$ cat src/slsl_pkg.sv
`timescale 1ns / 1ps
// Package for the sorted loss sequence list: sizes, request and status codes,
// cell control types and the windowed sequence order functions. No dependencies.
package slsl_pkg;

  localparam int CAPACITY   = 256;
  localparam int SEQ_WINDOW = 1048576;

  localparam int SEQ_W     = 31;
  localparam int REQ_W     = 2;
  localparam int STATUS_W  = 3;
  localparam int OUT_CNT_W = 9;
  localparam int CNT_W     = $clog2(CAPACITY + 1);
  localparam int DIFF_W    = SEQ_W + 1;

  localparam logic [CNT_W-1:0] CAP_CNT = CNT_W'(CAPACITY);

  localparam logic signed [DIFF_W-1:0] WIN_POS = DIFF_W'(SEQ_WINDOW);
  localparam logic signed [DIFF_W-1:0] WIN_NEG = -WIN_POS;

  localparam logic [REQ_W-1:0] REQ_INSERT = 2'd0;
  localparam logic [REQ_W-1:0] REQ_REMOVE = 2'd1;
  localparam logic [REQ_W-1:0] REQ_POP    = 2'd2;

  localparam logic [STATUS_W-1:0] ST_INSERTED  = 3'd0;
  localparam logic [STATUS_W-1:0] ST_DUPLICATE = 3'd1;
  localparam logic [STATUS_W-1:0] ST_FULL      = 3'd2;
  localparam logic [STATUS_W-1:0] ST_POPPED    = 3'd3;
  localparam logic [STATUS_W-1:0] ST_EMPTY     = 3'd4;
  localparam logic [STATUS_W-1:0] ST_REMOVED   = 3'd5;

  localparam int OP_W = 3;
  localparam logic [OP_W-1:0] OP_HOLD   = 3'd0;
  localparam logic [OP_W-1:0] OP_CMP    = 3'd1;
  localparam logic [OP_W-1:0] OP_LINK   = 3'd2;
  localparam logic [OP_W-1:0] OP_COMMIT = 3'd3;
  localparam logic [OP_W-1:0] OP_SHL    = 3'd4;

  typedef struct packed {
    logic [OP_W-1:0]  op;
    logic [SEQ_W-1:0] seq;
    logic [CNT_W-1:0] count;
  } cell_ctl_t;

  typedef struct packed {
    logic stop;
    logic dup;
  } link_t;

  function automatic logic seq_before(input logic [SEQ_W-1:0] a,
                                      input logic [SEQ_W-1:0] b);
    logic signed [DIFF_W-1:0] diff;
    diff = $signed({1'b0, b}) - $signed({1'b0, a});
    return ((diff > 0) && (diff < WIN_POS)) || (diff < WIN_NEG);
  endfunction

  function automatic logic seq_covered(input logic [SEQ_W-1:0] e,
                                       input logic [SEQ_W-1:0] s);
    logic signed [DIFF_W-1:0] diff;
    diff = $signed({1'b0, s}) - $signed({1'b0, e});
    return ((diff >= 0) && (diff < WIN_POS)) || (diff < WIN_NEG);
  endfunction

endpackage

$ cat src/slsl_cell.sv
`timescale 1ns / 1ps
// One cell of the loss list chain: holds one entry, compares it with the
// request number and shifts with its neighbors. Depends on slsl_pkg.
module slsl_cell (
  input  logic                       clk,
  input  slsl_pkg::cell_ctl_t        ctl,
  input  logic [slsl_pkg::CNT_W-1:0] idx,
  input  logic [slsl_pkg::SEQ_W-1:0] left_val,
  input  logic [slsl_pkg::SEQ_W-1:0] right_val,
  input  slsl_pkg::link_t            link_in,
  output slsl_pkg::link_t            link_out,
  output logic [slsl_pkg::SEQ_W-1:0] val
);

  logic [slsl_pkg::SEQ_W-1:0] val_r;
  logic                       pass_r;
  logic                       eq_r;
  logic                       first_r;
  logic                       after_r;
  logic                       occ;

  assign occ = idx < ctl.count;
  assign val = val_r;

  assign link_out.stop = link_in.stop | ~pass_r;
  assign link_out.dup  = link_in.dup | (~link_in.stop & ~pass_r & eq_r);

  always_ff @(posedge clk) begin
    case (ctl.op)
      slsl_pkg::OP_CMP: begin
        pass_r <= occ && slsl_pkg::seq_before(val_r, ctl.seq);
        eq_r   <= occ && (val_r == ctl.seq);
      end
      slsl_pkg::OP_LINK: begin
        first_r <= ~link_in.stop & ~pass_r;
        after_r <= link_in.stop;
      end
      slsl_pkg::OP_COMMIT: begin
        if (after_r) begin
          val_r <= left_val;
        end else if (first_r) begin
          val_r <= ctl.seq;
        end
      end
      slsl_pkg::OP_SHL: begin
        val_r <= right_val;
      end
      default: begin
      end
    endcase
  end

endmodule

$ cat config.mk
export PLATFORM = sky130hd
export DESIGN_NAME = slsl_cell
export DESIGN_NICKNAME = d
export VERILOG_FILES = /design/src/slsl_pkg.sv /design/src/slsl_cell.sv
export SDC_FILE = /design/constraint.sdc
export NUM_CORES = 1
export LEC_CHECK = 0
export BUFFER_PORTS_ARGS = -buffer_cell sky130_fd_sc_hd__buf_2
export CAP_MARGIN = 10
export CORE_MARGIN = 1.5
export CORE_UTILIZATION = 40
export DETAILED_ROUTE_END_ITERATION = 7
export PLACE_DENSITY = 0.63
export SYNTH_ARGS = -nofsm -noshare
export SYNTH_HDL_FRONTEND = slang
export SYNTH_SLANG_ARGS = --single-unit
$ cat constraint.sdc
create_clock -name clk -period 3.7 [get_ports clk]
set_clock_uncertainty 0.15 [all_clocks]
set_input_delay 0.37 -clock clk [delete_from_list [all_inputs] [get_ports clk]]
set_output_delay 0.37 -clock clk [all_outputs]
set_load 0.02 [all_outputs]
==> results of run 1 <==
==> stage by stage <==
stage | worst slack (ns) | util
finish | 0.2229 | 0.5018
global route | 0.002484 | 0.5018
floorplan | 0.3745 | -
detailed placement | 0.1396 | 0.4935
CTS | 0.2320 | 0.5018
global placement | 0.2404 | 0.4935
==> cell type report <==
cell class | count | area (sq um) | share of cell area
Clock buffer | 6 | 72.57 | 0.01414
Clock inverter | 2 | 12.51 | 0.002437
Inverter | 46 | 172.7 | 0.03363
Multi-Input combinational cell | 410 | 2834 | 0.5520
Sequential cell | 35 | 1051 | 0.2047
Tap cell | 136 | 170.2 | 0.03315
Timing Repair Buffer | 159 | 820.8 | 0.1599
==> where the power goes <==
group          switching [mW]  leakage (nW)  internal (mW)
Combinational           0.365          2.02          0.253
Sequential             0.0104         0.326          0.466
Clock                   0.162        0.0412          0.132
Total                   0.537          2.39          0.851
==> kinds of logic after synthesis <==
kind of cell,synth area share
AO/OA/AOI/OAI,0.2564
XOR/XNOR,0.05021
adder cells (fa/ha/maj),0.1213
buffers and inverters,0.07412
flip-flops,0.2510
multiplexers,0.07412
AND/OR/NAND/NOR,0.1727
==> registers in the layout, summed over array words and instances (netlist names) <==
| signal | count |
|---|---|
| val | 31 |
| eq_r | 1 |
| after_r | 1 |
| first_r | 1 |
| pass_r | 1 |
==> cell usage in the layout, fill, tap and decap left out, types with 3 or more instances in the layout <==
cell,synthesis,final
and2_1,3,3
nor4_1,6,6
nand4_1,10,10
edfxtp_1,35,35
ha_1,39,39
nor3_1,9,9
o21bai_1,4,3
nand2_1,60,60
o21ai_0,51,51
buf_4,1,10
xor2_1,15,15
or3_1,3,3
xnor2_1,9,9
a21oi_1,43,43
a31oi_1,6,6
nand2b_1,8,8
nor2_1,23,23
o211ai_1,5,5
a21boi_0,4,4
o2111ai_1,5,5
clkbuf_8,0,5
a211oi_1,6,6
buf_2,8,149
a21o_1,10,10
inv_1,46,46
mux2i_1,31,31
nand3_1,17,17
==> path summary, 6_finish.rpt <==
kind	from	end	slack, ns	cells after the start
setup / recovery	val[15]	pass_r	0.22	11
hold / removal	link_in[1]	after_r	0.12	1
hold reg to reg	pass_r	first_r	0.53	1
setup reg to reg	val[15]	pass_r	0.22	11
==> per-layer routing <==
layer  GRT usage  part of all wire  wire, microns
met1      0.2883              0.46           5553
met2      0.3543              0.45           5479
met3     0.04267             0.065            786
met4     0.06849             0.020            238
met5           0                 0              0
==> impl_metrics.toml, run 1 <==
[status]
status = "completed"

[setup_path]
crit_path_top_delay_cell = "ha_1"
cpMostUsedCell = "o41ai_2"
critPathTopFamily = "compound AO/OA/AOI/OAI gates"
cpPeakStageDelay_ns = 0.47
arrival_ns = 3.37
cp.buffers_inverters = 1
critPathLaunchType = "register"
worstSetupPathType = "reg2reg"
crit_fanout = 8
required_ns = 3.60
end_kind = "register"
crit_chain = "inv_1 -> ha_1 -> nand4_1 -> nor4_1 -> o211ai_1 -> a31oi_1 -> o41ai_2 -> xnor2_1 -> or3_1 -> o41ai_2 -> a21oi_1"

[cells_and_area]
final_cell_area_sq_mm = 0.005134
fin_nets = 814
area_growth_pct = 22.62
diodes = 0
drive_gt1_frac = 0.2781
final_cells = 794
fillCellCount = 1025

[grt]
grt_max_degree = 63
antenna_found_initial = 0
grt_pass1_vias = 4121
grt_usage = 0.2171
grt.overflow.total = 0
grt_pass1_wl_microns = 19580

[synthesis]
syn_area_per_cell_sq_um = 8.082
yosys-top-cells-count = "nand2_1 (60), o21ai_0 (51), inv_1 (46)"
synth.top_cell.area_share = 0.2510
synth.most_common_cell = "nand2_1"
ys.flop_type = "edfxtp_1"
synth_edf_count = 35
async_flop_share = 0
ys_seq_area_frac = 0.2510
ys_types = 58
synthCells = 518
synth_nets = 675
ys_warn_count = 0
synth_area_sq_mm = 0.004187
synth_area_leaders = "edfxtp_1 (25%), ha_1 (12%), mux2i_1 (7.4%), o21ai_0 (6.1%), nand2_1 (5.4%)"
yosys.area.top_type = "edfxtp_1"
ys_ff_latch = 35

[floorplanning]
ios = 150
die_h_microns = 105.3
die_area_sq_mm = 0.01109
die_x_microns = 105.3
design.core.area_sq_mm = 0.01023
initial_utilization = 0.4092
rows = 37

[timing]
period_needed_ns = 3.477
whs_ns = 0.1229
setup_viol = 0
fmax_ghz = 0.2876
tightest_slew_ns = 0.7020
rsz0062_at_grt = "false"
period_share = 0.9398
hold_viol_final = 0
fin_setup_tns_ns = 0
slew_violations = 0
slew_headroom = 0.5317

[pwr]
p_total_mw = 1.389
leakage_nw = 2.388
irDropWorstVdd_mv = 0.1246
powerDensity_mw_per_mm2 = 270.5

[placement]
routabilityCongestion = 0.9366
port-buffer-count = 149
hpwl_microns = 9965
dp.cells = 786
postPlaceCellArea_sq_mm = 0.005049

[route]
drt-initial-drc-count = 270
vias_per_cell = 5.462
dr.pass1.iters = 5
ant_nets = 0
wire_per_inst_microns = 15.19
num_vias = 4337
drcViolationCount = 0
drt-total-wl_microns = 12060

[cts]
cts_tree = "built"
cts_sinks = 35
cts.clk_slew.worst_paths_ns = 0.08
cts_max_level = 2
cts-resized-gates = 0
ctsHoldBuffers = 0
root_buffer = "clkbuf_8"
post_cts_buffers = 0
cts.path.max_buffers = 2
insertion_delay_ns = 0.31
cts-buffers-inserted = 5

[worst_hold_path]
hp-class = "in2reg"

[run]
cap_violations = 0
No activity file was read; power rests on OpenSTA's default activity.
==> run 2, diff against run 1 <==
--- a/config.mk
+++ b/config.mk
@@ -10,6 +10,7 @@
 export CORE_MARGIN = 1.5
 export CORE_UTILIZATION = 40
 export DETAILED_ROUTE_END_ITERATION = 7
+export MAX_ROUTING_LAYER = met4
 export PLACE_DENSITY = 0.63
 export SYNTH_ARGS = -nofsm -noshare
 export SYNTH_HDL_FRONTEND = slang
==> impl_metrics.toml, run 2 (same netlist as run 1, synthesis figures left out) <==
[setup_path]
arrival_ns = 3.37
cpPeakStageDelay_ns = 0.42
end_kind = "register"
ff2ff_path_depth = 11
cp.buffers_inverters = 0
worstSetupPathType = "reg2reg"
crit_chain = "ha_1 -> fa_1 -> nand2b_1 -> a211o_1 -> a211o_1 -> nand2_2 -> a21oi_1 -> xor2_1 -> or3_1 -> o41ai_2 -> a21oi_1"
crit_fanout = 4
crit_path_top_delay_cell = "fa_1"
required_ns = 3.59
critPathLaunchType = "register"
critPathTopFamily = "compound AO/OA/AOI/OAI gates"
worst-path-stages = 11

[floorplanning]
initial_utilization = 0.4092
ios = 150
die_x_microns = 105.3
die_h_microns = 105.3
design.core.area_sq_mm = 0.01023
rows = 37
die_area_sq_mm = 0.01109

[grt]
grt.overflow.total = 0
grt_max_degree = 42
grt_pass1_wl_microns = 19740
grt_pass1_vias = 4183
grt_usage = 0.2254
antenna_found_initial = 0

[pwr]
p_total_mw = 1.395
p_sw_mw = 0.5398
clockPowerShare = 0.210
irDropWorstVdd_mv = 0.1373
combPwrFrac = 0.448
powerDensity_mw_per_mm2 = 269.8
leakage_nw = 2.403
swShare = 0.3871
seqPwrFrac = 0.342
intPower_mw = 0.8547

[route]
ant_nets = 0
drcViolationCount = 0
vias_per_cell = 5.479
dr.pass1.iters = 6
wire_per_inst_microns = 15.15
drt-total-wl_microns = 12080
drt-initial-drc-count = 348
num_vias = 4367

[cells_and_area]
final_cells = 797
fin_nets = 817
diodes = 0
largest_reg_flops = 31
mostFrequentLayoutCells = "buf_2 (149), nand2_1 (60), o21ai_0 (51), inv_1 (46), a21oi_1 (43)"
area_growth_pct = 23.46
drive_gt1_frac = 0.2844
layout_commonest_cell = "buf_2"

[timing]
slew_headroom = 0.6276
rsz0062_at_grt = "false"
hold_viol_final = 0
period_needed_ns = 3.476
setup_viol = 0
fin_setup_tns_ns = 0
tightest_slew_ns = 0.5585
slew_violations = 0
fmax_ghz = 0.2877
whs_ns = 0.1306
period_share = 0.9394

[status]
status = "completed"

[cts]
cts-buffers-inserted = 5
cts.path.max_buffers = 2
cts.clk_slew.worst_paths_ns = 0.09
root_buffer = "clkbuf_8"
cts_max_level = 2
insertion_delay_ns = 0.30
post_cts_buffers = 0
cts_tree = "built"
cts_sinks = 35

[placement]
port-buffer-count = 149
hpwl_microns = 9924
dp.cells = 789
routabilityCongestion = 0.9386

[worst_hold_path]
min_path_cells = 1
hp-class = "in2reg"

[run]
cap_violations = 0
run 2: changes by cell type in the layout (fill, tap and decap cells not counted), sizes merged:
cell | previous run | this run
buf | 159 | 162
run 2: path summary, 6_finish.rpt:
check	from	endpoint	slack, ns
min reg2reg	pass_r	first_r	0.51
min	link_in[1]	after_r	0.13
max	val[0]	pass_r	0.22
max reg2reg	val[0]	pass_r	0.22
run 2: layer usage:
| layer | vias up | part of all wire | global-route usage |
|---|---|---|---|
| li1 | 2178 | - | - |
| met1 | 1984 | 0.46 | 0.3074 |
| met2 | 186 | 0.46 | 0.3590 |
| met3 | 19 | 0.064 | 0.02226 |
| met4 | 0 | 0.018 | 0.05773 |
| met5 | - | 0 | - |
run 2: power groups by stage:
stage | Combinational [mW] | Clock, mW | Sequential (mW)
after floorplan | 0.398 | 0 | 0.509
after global placement | 0.608 | 0 | 0.485
after global routing | 0.693 | 0.309 | 0.479
after CTS | 0.617 | 0.297 | 0.477
final | 0.625 | 0.293 | 0.477
after detailed placement | 0.613 | 0 | 0.486
run 2: cell type report:
type	count	area (sq um)
clock buffer	6	72.57
multi-input combinational	410	2846
fill	996	5062
timing repair buffer	162	843.3
clock inverter	2	12.51
sequential	35	1051
tap	136	170.2
inverter	46	172.7
run 2: timing repair:
item	4_1_cts	5_1_grt
gates resized for setup	0	2
hold buffers	0	0
endpoints found under the setup margin	0	1
run 2: metrics by stage:
step / utilization / setup WS (ns) / cell area [sq um]
2_1_floorplan: - / 0.3745 / 4187
3_3_place_gp: 0.4957 / 0.2341 / 5071
3_5_place_dp: 0.4957 / 0.1486 / 5071
4_1_cts: 0.5040 / 0.2077 / 5156
5_1_grt: 0.5052 / 0.02555 / 5169
6_report: 0.5052 / 0.2241 / 5169
